### src/hdl/esf_pkg.sv
package esf_pkg;

  localparam int unsigned CountW = 16;
  localparam int unsigned SpeedW = CountW + 1;
  localparam int unsigned ByteW  = 8;

  localparam logic [CountW-1:0] SPIKE_LIMIT_RESET = 16'd1000;
  localparam logic [ByteW-1:0]  FRAME_HEAD0       = 8'h80;
  localparam logic [ByteW-1:0]  FRAME_HEAD1       = 8'h90;
  localparam logic [ByteW-1:0]  DIR_POS_A         = 8'h01;
  localparam logic [ByteW-1:0]  DIR_POS_B         = 8'h00;

  typedef logic [CountW-1:0]        count_t;
  typedef logic signed [SpeedW-1:0] speed_t;
  typedef logic [ByteW-1:0]         byte_t;

  typedef struct packed {
    logic   neg_a;
    count_t mag_a;
    logic   neg_b;
    count_t mag_b;
  } frame_rec_t;

  function automatic speed_t speed_abs(speed_t v);
    return v[SpeedW-1] ? speed_t'(-v) : v;
  endfunction

endpackage

### src/hdl/esf_if.sv
interface esf_sample_if
  import esf_pkg::*;
();
  logic   valid;
  logic   ready;
  count_t count_a;
  count_t count_b;

  modport source (output valid, output count_a, output count_b, input ready);
  modport sink   (input valid, input count_a, input count_b, output ready);
endinterface

interface esf_frame_if
  import esf_pkg::*;
();
  logic  valid;
  logic  ready;
  byte_t frame_byte;
  logic  frame_last;

  modport source (output valid, output frame_byte, output frame_last, input ready);
  modport sink   (input valid, input frame_byte, input frame_last, output ready);
endinterface

interface esf_cfg_if
  import esf_pkg::*;
();
  logic   valid;
  logic   ready;
  count_t data;

  modport source (output valid, output data, input ready);
  modport sink   (input valid, input data, output ready);
endinterface

### src/hdl/encoder_speed_spike_filter_frame_core.sv
// Encoder speed spike filter with telemetry framing.
// sample (sink): one beat carries count_a and count_b, the raw 16-bit counts
//   of two encoders. Per wheel the speed is new count minus previous count;
//   a speed whose magnitude exceeds spike_limit is replaced by the wheel's
//   previous speed.
// frame (source): eleven beats per sample: 0x80, 0x90, direction A, three
//   magnitude bytes of A, direction B, three magnitude bytes of B, and an
//   8-bit additive checksum, on which frame_last is high.
// cfg (sink): writes spike_limit; always ready. Write only while idle.
// Frame valid follows the sample via the held speeds and the tx busy reg.
// Throughput: one frame byte per cycle while frame is ready, set by the
//   byte serializer; one sample is buffered while a frame is being sent, and
//   with a sample buffered, frames leave back to back without gaps.
// Reset (rst, synchronous): previous counts and held speeds clear to zero,
//   spike_limit returns to 1000, buffered and in-flight frames are dropped.
// A stall on frame holds the current byte; once the buffer is full, sample
//   ready drops until the buffered sample moves into the serializer.
module encoder_speed_spike_filter_frame_core
  import esf_pkg::*;
(
  input  logic         clk,
  input  logic         rst,
  esf_sample_if.sink   sample,
  esf_cfg_if.sink      cfg,
  esf_frame_if.source  frame
);

  count_t     spike_limit;
  count_t     prev_count_a;
  count_t     prev_count_b;
  speed_t     held_speed_a;
  speed_t     held_speed_b;
  logic       hold_valid;
  logic       accept;
  logic       load_ready;
  speed_t     diff_a;
  speed_t     diff_b;
  speed_t     speed_a_next;
  speed_t     speed_b_next;
  speed_t     abs_a;
  speed_t     abs_b;
  frame_rec_t rec;

  assign cfg.ready    = 1'b1;
  assign sample.ready = !hold_valid;
  assign accept       = sample.valid && sample.ready;

  assign diff_a = speed_t'({1'b0, sample.count_a}) - speed_t'({1'b0, prev_count_a});
  assign diff_b = speed_t'({1'b0, sample.count_b}) - speed_t'({1'b0, prev_count_b});

  assign speed_a_next = (speed_abs(diff_a) > speed_t'({1'b0, spike_limit})) ?
                        held_speed_a : diff_a;
  assign speed_b_next = (speed_abs(diff_b) > speed_t'({1'b0, spike_limit})) ?
                        held_speed_b : diff_b;

  always_ff @(posedge clk) begin
    if (rst) begin
      spike_limit <= SPIKE_LIMIT_RESET;
    end else if (cfg.valid && cfg.ready) begin
      spike_limit <= cfg.data;
    end
  end

  always_ff @(posedge clk) begin
    if (rst) begin
      prev_count_a <= '0;
      prev_count_b <= '0;
      held_speed_a <= '0;
      held_speed_b <= '0;
      hold_valid   <= 1'b0;
    end else begin
      if (accept) begin
        prev_count_a <= sample.count_a;
        prev_count_b <= sample.count_b;
        held_speed_a <= speed_a_next;
        held_speed_b <= speed_b_next;
        hold_valid   <= 1'b1;
      end else if (load_ready) begin
        hold_valid <= 1'b0;
      end
    end
  end

  // held speeds double as the buffered sample until the serializer takes it
  assign abs_a     = speed_abs(held_speed_a);
  assign abs_b     = speed_abs(held_speed_b);
  assign rec.neg_a = held_speed_a[SpeedW-1];
  assign rec.mag_a = abs_a[CountW-1:0];
  assign rec.neg_b = held_speed_b[SpeedW-1];
  assign rec.mag_b = abs_b[CountW-1:0];

  esf_frame_tx u_tx (
    .clk        (clk),
    .rst        (rst),
    .load_valid (hold_valid),
    .load_ready (load_ready),
    .load_rec   (rec),
    .frame      (frame)
  );

`ifndef ASSERT_OFF
  a_state_holds: assert property (@(posedge clk) disable iff (rst)
    !accept |=> $stable(prev_count_a) && $stable(held_speed_a) &&
                $stable(prev_count_b) && $stable(held_speed_b))
    else $error("filter state changed without a sample beat");

  a_speed_in_limit: assert property (@(posedge clk) disable iff (rst)
    accept && speed_abs(diff_a) <= speed_t'({1'b0, spike_limit}) |=> held_speed_a == $past(diff_a))
    else $error("in-limit speed A not taken");

  a_buffer_drains: assert property (@(posedge clk) disable iff (rst)
    hold_valid && load_ready |=> !hold_valid)
    else $error("buffered sample not released after load");
`endif

endmodule

### src/hdl/esf_frame_tx.sv
module esf_frame_tx
  import esf_pkg::*;
(
  input  logic              clk,
  input  logic              rst,
  input  logic              load_valid,
  output logic              load_ready,
  input  frame_rec_t        load_rec,
  esf_frame_if.source       frame
);

  localparam logic [3:0] POS_HEAD0 = 4'd0;
  localparam logic [3:0] POS_HEAD1 = 4'd1;
  localparam logic [3:0] POS_DIR_A = 4'd2;
  localparam logic [3:0] POS_A_HI  = 4'd3;
  localparam logic [3:0] POS_A_MID = 4'd4;
  localparam logic [3:0] POS_A_LO  = 4'd5;
  localparam logic [3:0] POS_DIR_B = 4'd6;
  localparam logic [3:0] POS_B_HI  = 4'd7;
  localparam logic [3:0] POS_B_MID = 4'd8;
  localparam logic [3:0] POS_B_LO  = 4'd9;
  localparam logic [3:0] POS_SUM   = 4'd10;

  logic       busy;
  logic [3:0] idx;
  frame_rec_t rec;
  byte_t      csum;
  byte_t      csum_next;
  byte_t      dir_a_next;
  byte_t      dir_b_next;
  logic       beat;
  logic       load;

  assign beat       = frame.valid && frame.ready;
  assign load_ready = !busy || (beat && idx == POS_SUM);
  assign load       = load_valid && load_ready;

  assign dir_a_next = load_rec.neg_a ? ~DIR_POS_A & 8'h01 : DIR_POS_A;
  assign dir_b_next = load_rec.neg_b ? ~DIR_POS_B & 8'h01 : DIR_POS_B;
  assign csum_next  = FRAME_HEAD0 + FRAME_HEAD1 + dir_a_next + load_rec.mag_a[15:8]
                    + load_rec.mag_a[7:0] + dir_b_next + load_rec.mag_b[15:8]
                    + load_rec.mag_b[7:0];

  always_ff @(posedge clk) begin
    if (rst) begin
      busy <= 1'b0;
      idx  <= POS_HEAD0;
    end else if (load) begin
      busy <= 1'b1;
      idx  <= POS_HEAD0;
    end else if (beat) begin
      if (idx == POS_SUM) begin
        busy <= 1'b0;
      end
      idx <= idx + 4'd1;
    end
  end

  always_ff @(posedge clk) begin
    if (load) begin
      rec  <= load_rec;
      csum <= csum_next;
    end
  end

  always_comb begin
    unique case (idx)
      POS_HEAD0: frame.frame_byte = FRAME_HEAD0;
      POS_HEAD1: frame.frame_byte = FRAME_HEAD1;
      POS_DIR_A: frame.frame_byte = rec.neg_a ? ~DIR_POS_A & 8'h01 : DIR_POS_A;
      POS_A_HI:  frame.frame_byte = 8'h00;
      POS_A_MID: frame.frame_byte = rec.mag_a[15:8];
      POS_A_LO:  frame.frame_byte = rec.mag_a[7:0];
      POS_DIR_B: frame.frame_byte = rec.neg_b ? ~DIR_POS_B & 8'h01 : DIR_POS_B;
      POS_B_HI:  frame.frame_byte = 8'h00;
      POS_B_MID: frame.frame_byte = rec.mag_b[15:8];
      POS_B_LO:  frame.frame_byte = rec.mag_b[7:0];
      POS_SUM:   frame.frame_byte = csum;
      default:   frame.frame_byte = 8'h00;
    endcase
  end

  assign frame.valid      = busy;
  assign frame.frame_last = (idx == POS_SUM);

`ifndef ASSERT_OFF
  a_load_head: assert property (@(posedge clk) disable iff (rst)
    load |=> frame.valid && frame.frame_byte == FRAME_HEAD0)
    else $error("frame does not start with header byte");

  a_idle_after_last: assert property (@(posedge clk) disable iff (rst)
    beat && frame.frame_last && !load_valid |=> !frame.valid)
    else $error("frame continues past checksum beat");

  a_no_overrun: assert property (@(posedge clk) disable iff (rst)
    busy && idx > POS_SUM |-> 1'b0)
    else $error("byte index ran past frame end");
`endif

endmodule
### src/flat_wrapper.sv
// flat-port wrapper written by rule: the top's interface ports become plain ports
module encoder_speed_spike_filter_frame_core_flat import esf_pkg::*;
  (clk, rst, sample_valid, sample_count_a, sample_count_b, sample_ready, cfg_valid, cfg_data, cfg_ready, frame_valid, frame_frame_byte, frame_frame_last, frame_ready);
  esf_sample_if sample_i ();
  esf_cfg_if cfg_i ();
  esf_frame_if frame_i ();
  input  logic clk;
  input  logic rst;
  input wire logic [$bits(sample_i.valid)-1:0] sample_valid;
  input wire logic [$bits(sample_i.count_a)-1:0] sample_count_a;
  input wire logic [$bits(sample_i.count_b)-1:0] sample_count_b;
  output wire logic [$bits(sample_i.ready)-1:0] sample_ready;
  input wire logic [$bits(cfg_i.valid)-1:0] cfg_valid;
  input wire logic [$bits(cfg_i.data)-1:0] cfg_data;
  output wire logic [$bits(cfg_i.ready)-1:0] cfg_ready;
  output wire logic [$bits(frame_i.valid)-1:0] frame_valid;
  output wire logic [$bits(frame_i.frame_byte)-1:0] frame_frame_byte;
  output wire logic [$bits(frame_i.frame_last)-1:0] frame_frame_last;
  input wire logic [$bits(frame_i.ready)-1:0] frame_ready;
  assign sample_i.valid = sample_valid;
  assign sample_i.count_a = sample_count_a;
  assign sample_i.count_b = sample_count_b;
  assign sample_ready = sample_i.ready;
  assign cfg_i.valid = cfg_valid;
  assign cfg_i.data = cfg_data;
  assign cfg_ready = cfg_i.ready;
  assign frame_valid = frame_i.valid;
  assign frame_frame_byte = frame_i.frame_byte;
  assign frame_frame_last = frame_i.frame_last;
  assign frame_i.ready = frame_ready;
  encoder_speed_spike_filter_frame_core u_core (.clk(clk), .rst(rst), .sample(sample_i), .cfg(cfg_i), .frame(frame_i));
endmodule
### config.mk
export PLATFORM = sky130hd
export DESIGN_NAME = encoder_speed_spike_filter_frame_core_flat
export DESIGN_NICKNAME = d
export VERILOG_FILES = /design/src/hdl/esf_pkg.sv /design/src/hdl/esf_if.sv /design/src/hdl/encoder_speed_spike_filter_frame_core.sv /design/src/hdl/esf_frame_tx.sv /design/src/flat_wrapper.sv
export SDC_FILE = /design/constraint.sdc
export NUM_CORES = 1
export LEC_CHECK = 0
export ABC_CLOCK_PERIOD_IN_PS = 6700
export BUFFER_PORTS_ARGS = -buffer_cell sky130_fd_sc_hd__buf_4
export CAP_MARGIN = 40
export CORE_ASPECT_RATIO = 0.7
export CORE_UTILIZATION = 53
export DETAILED_ROUTE_END_ITERATION = 6
export GPL_TIMING_DRIVEN = 0
export PLACE_DENSITY = 0.81
export SYNTH_ARGS = -nofsm -noshare
export SYNTH_HDL_FRONTEND = slang
export SYNTH_SLANG_ARGS = --single-unit
### constraint.sdc
create_clock -name clk -period 6.7 [get_ports clk]
set_input_delay 0.67 -clock clk [delete_from_list [all_inputs] [get_ports clk]]
set_output_delay 0.67 -clock clk [all_outputs]
set_load 0.05 [all_outputs]
==> metrics.csv <==
stage;metric;value;unit
global_route;grt_max_degree;26;
power;cellLeakagePower;4.51;nW
floorplan;core;17300;µm²
finish;nFillCells;1444;
synth;syn_area;9400;µm²
cts;clk_pin_slew;60;ps
placed_design;dp_hpwl;18100;µm
global_route;track_usage;0.275;
global_route;antenna_found_initial;0;
flow_run;drv_cap;0;
detailed_routing;vias;8261;
finish;nNetsFinal;1322;
floorplan;initial_core_util;0.544;
cts;cts_root_buffer;clkbuf_16;
floorplan;io_pins;65;
cts;clk_path_buf_depth;2;
finish;final_cell_mix;141 x nand2_1, 88 x dfxtp_1, 86 x a21oi_1;
cts;numCtsBuffers;17;
timing;min_period_over_period;0.822;
detailed_routing;wire_per_inst;17.1;µm
global_route;grt_pass1_wl;39400;µm
cts;cts-resized-gates;0;
critical_path;startpoint_type;primary input;
floorplan;rows;40;
critical_path;critPathMaxFanout;10;
cts;htree_levels;4;
timing;finalMaxSlewViolations;0;
detailed_routing;viasPerCell;5.85;
finish;register_area;3020;µm²
cts;cts.sinks;130;
finish;areaGrowthSynthToFinish;14.5;%
finish;num_antenna_cells;0;
power;power_density;307;nW/µm²
synth;synth_seq_cells;130;
synth;synth-main-ff-cell;dfxtp_1;
critical_path;rr_worst_depth;20;
cts;cts_setup_buffers;0;
finish;multi_input_area;5930;µm²
power;ir_drop;0.000161;V
cts;cts_tree;yes;
critical_path;crit_slowest_cell;a32oi_1;
placed_design;place_congestion;0.905;
global_route;overflow;0;
cts;ctsHoldBuffers;0;
critical_path;required;7060;ps
detailed_routing;wl_met3;1860;µm
detailed_routing;routed_wl;24100;µm
timing;slew_headroom;0.357;
detailed_routing;drt_iter0_drc;966;
timing;hold_violations;0;
floorplan;dieArea;18300;µm²
critical_path;regToRegStartpoint;u_core.prev_count_a[0];
finish;drive_gt1_frac;0.0992;
floorplan;die_w;161;µm
critical_path;crit_chain;buf_4 > inv_1 > ha_1 > fa_1 > nor2b_1 > o31a_1 > o31a_1 > o31ai_1 > a32oi_1 > clkbuf_1 > nor2_1 > xnor2_1 > ha_1 > a21o_1 > a21o_1 > a211oi_1 > o221ai_1 > a221oi_1 > o21ai_0 > o31ai_4 > buf_6 > mux2i_1;
synth;synth_edf_count;42;
critical_path;r2r_slack;1260;ps
detailed_routing;drt-met1-wl;11300;µm
detailed_routing;routed.top_layer;met4;
placed_design;io_buffers;61;
synth;synth-warning-count;0;
min_path;hp-start;u_core.prev_count_b[6];
timing;fmax;182;MHz
critical_path;end_kind;flop;
cts;worstSkewPairLatency;440;ps
synth;yosysSeqAreaShare;0.322;
min_path;whs_endpoint;u_core.prev_count_b[6];
critical_path;critPathKind;in2reg;
timing;clock_skew;12.1;ps
min_path;hold_path_class;reg2reg;
detailed_routing;met2_wirelength;10400;µm
synth;synth_cell_types;77;
critical_path;slowest_delay;640;ps
timing;setup-tns-final;0;ps
floorplan;fp.dieH;113;µm
min_path;min_path_cells;2;
detailed_routing;drc_errors;0;
critical_path;worstReg2RegEnd;u_core.held_speed_a[10];
global_route;grt_pass1_vias;7724;
timing;fin_crit;5510;ps
timing;rsz0062_at_grt;no;
timing;setup_viol;0;
detailed_routing;ant_nets;0;
finish;layout_commonest_cell;nand2_1;
timing;worst_pin_slew;954;ps
synth;async_flop_share;0;
detailed_routing;firstDrtPassIters;6;
synth;synth.avg_cell_area;8.67;µm²
power;power;3.30;mW
synth;synthCells;1084;
synth;syn_nets;1239;
run_status;outcome;complete, no violations;
critical_path;cp.arrival;5860;ps
[state kept, by name, indices dropped and copies added, names as in the netlist]
signal	cells
u_core.held_speed_a	17
u_core.held_speed_b	17
u_core.hold_valid	1
u_core.prev_count_a	16
u_core.prev_count_b	16
u_core.spike_limit	16
u_core.u_tx.csum	8
u_core.u_tx.frame.valid	1
u_core.u_tx.idx	4
u_core.u_tx.rec	34
[cell families (layout without fill, tap and decap cells)]
kind of cell,count (synthesis),count (layout),share of synthesized area
AND/OR/NAND/NOR,347,347,0.174
AO/OA/AOI/OAI,268,268,0.191
flip-flops,130,130,0.322
buffers and inverters,120,216,0.0495
adder cells (fa/ha/maj),102,102,0.149
XOR/XNOR,87,87,0.0825
multiplexers,29,29,0.0315
other,1,1,0.000399
[worst max path at each step]
| stage | startpoint | to |
|---|---|---|
| 6_report | sample_count_a[0] | u_core.held_speed_a[10] |
| 5_1_grt | sample_count_a[0] | u_core.held_speed_a[10] |
| 4_1_cts | sample_count_a[0] | u_core.held_speed_a[10] |
| 3_5_place_dp | sample_count_a[0] | u_core.held_speed_a[10] |
| 3_3_place_gp | sample_count_a[6] | u_core.held_speed_a[1] |
| 2_1_floorplan | sample_count_a[6] | u_core.held_speed_a[1] |
[final cells by class]
| class | instances | area share |
|---|---|---|
| buffer | 48 | 0.0181 |
| timing repair buffer | 64 | 0.0465 |
| multi-input combinational | 834 | 0.551 |
| sequential | 130 | 0.281 |
| inverter | 72 | 0.0251 |
| clock inverter | 13 | 0.0117 |
| tap | 231 | 0.0269 |
| clock buffer | 19 | 0.0402 |
[cell usage after synthesis (11+ instances only)]
cell type  instances  share of area
nand2_1          141          0.056
dfxtp_1           88           0.19
a21oi_1           87          0.046
ha_1              85           0.11
nor2_1            74          0.030
inv_1             71          0.028
xnor2_1           56          0.052
edfxtp_1          42           0.13
clkbuf_1          41          0.016
o21ai_0           39          0.021
xor2_1            30          0.028
a21o_1            27          0.022
mux2i_1           24          0.026
nand3_1           20          0.011
nor3_1            18         0.0096
fa_1              17          0.036
nand2b_1          14         0.0093
a211oi_1          13          0.010
a22oi_1           13          0.010
nor2b_1           13         0.0087
and2_1            11         0.0073
nand4_1           11         0.0073
[power by group]
| group | internal, mW | total [mW] | switching [mW] |
|---|---|---|---|
| clock | 0.516 | 0.908 | 0.392 |
| combinational | 0.569 | 1.36 | 0.786 |
| sequential | 0.963 | 1.04 | 0.0725 |
| total | 2.05 | 3.30 | 1.25 |
[through the flow]
stage	area (µm²)	std cells	hold WS, ps	utilization	setup slack (ps)
floorplan	9400	1084	435	-	1750
global placement	10100	1376	442	0.588	746
detailed placement	10200	1379	448	0.591	938
CTS	10800	1411	456	0.623	1320
global route	10800	1411	453	0.623	844
finish	10800	1411	455	0.623	1190
[critical path: cells and delay by family]
family / cells / cell delay (ps)
compound gates: 11 / 2800
xor+xnor: 1 / 150
fa+ha+maj: 3 / 970
buf+inv: 4 / 760
mux: 1 / 210
simple gates: 2 / 290
[routing by layer]
layer,GRT usage,up-vias
li1,-,4023
met2,0.416,306
met5,0,-
met3,0.0665,50
met4,0.0824,0
met1,0.388,3882
Power figures use the tool's default switching activity.
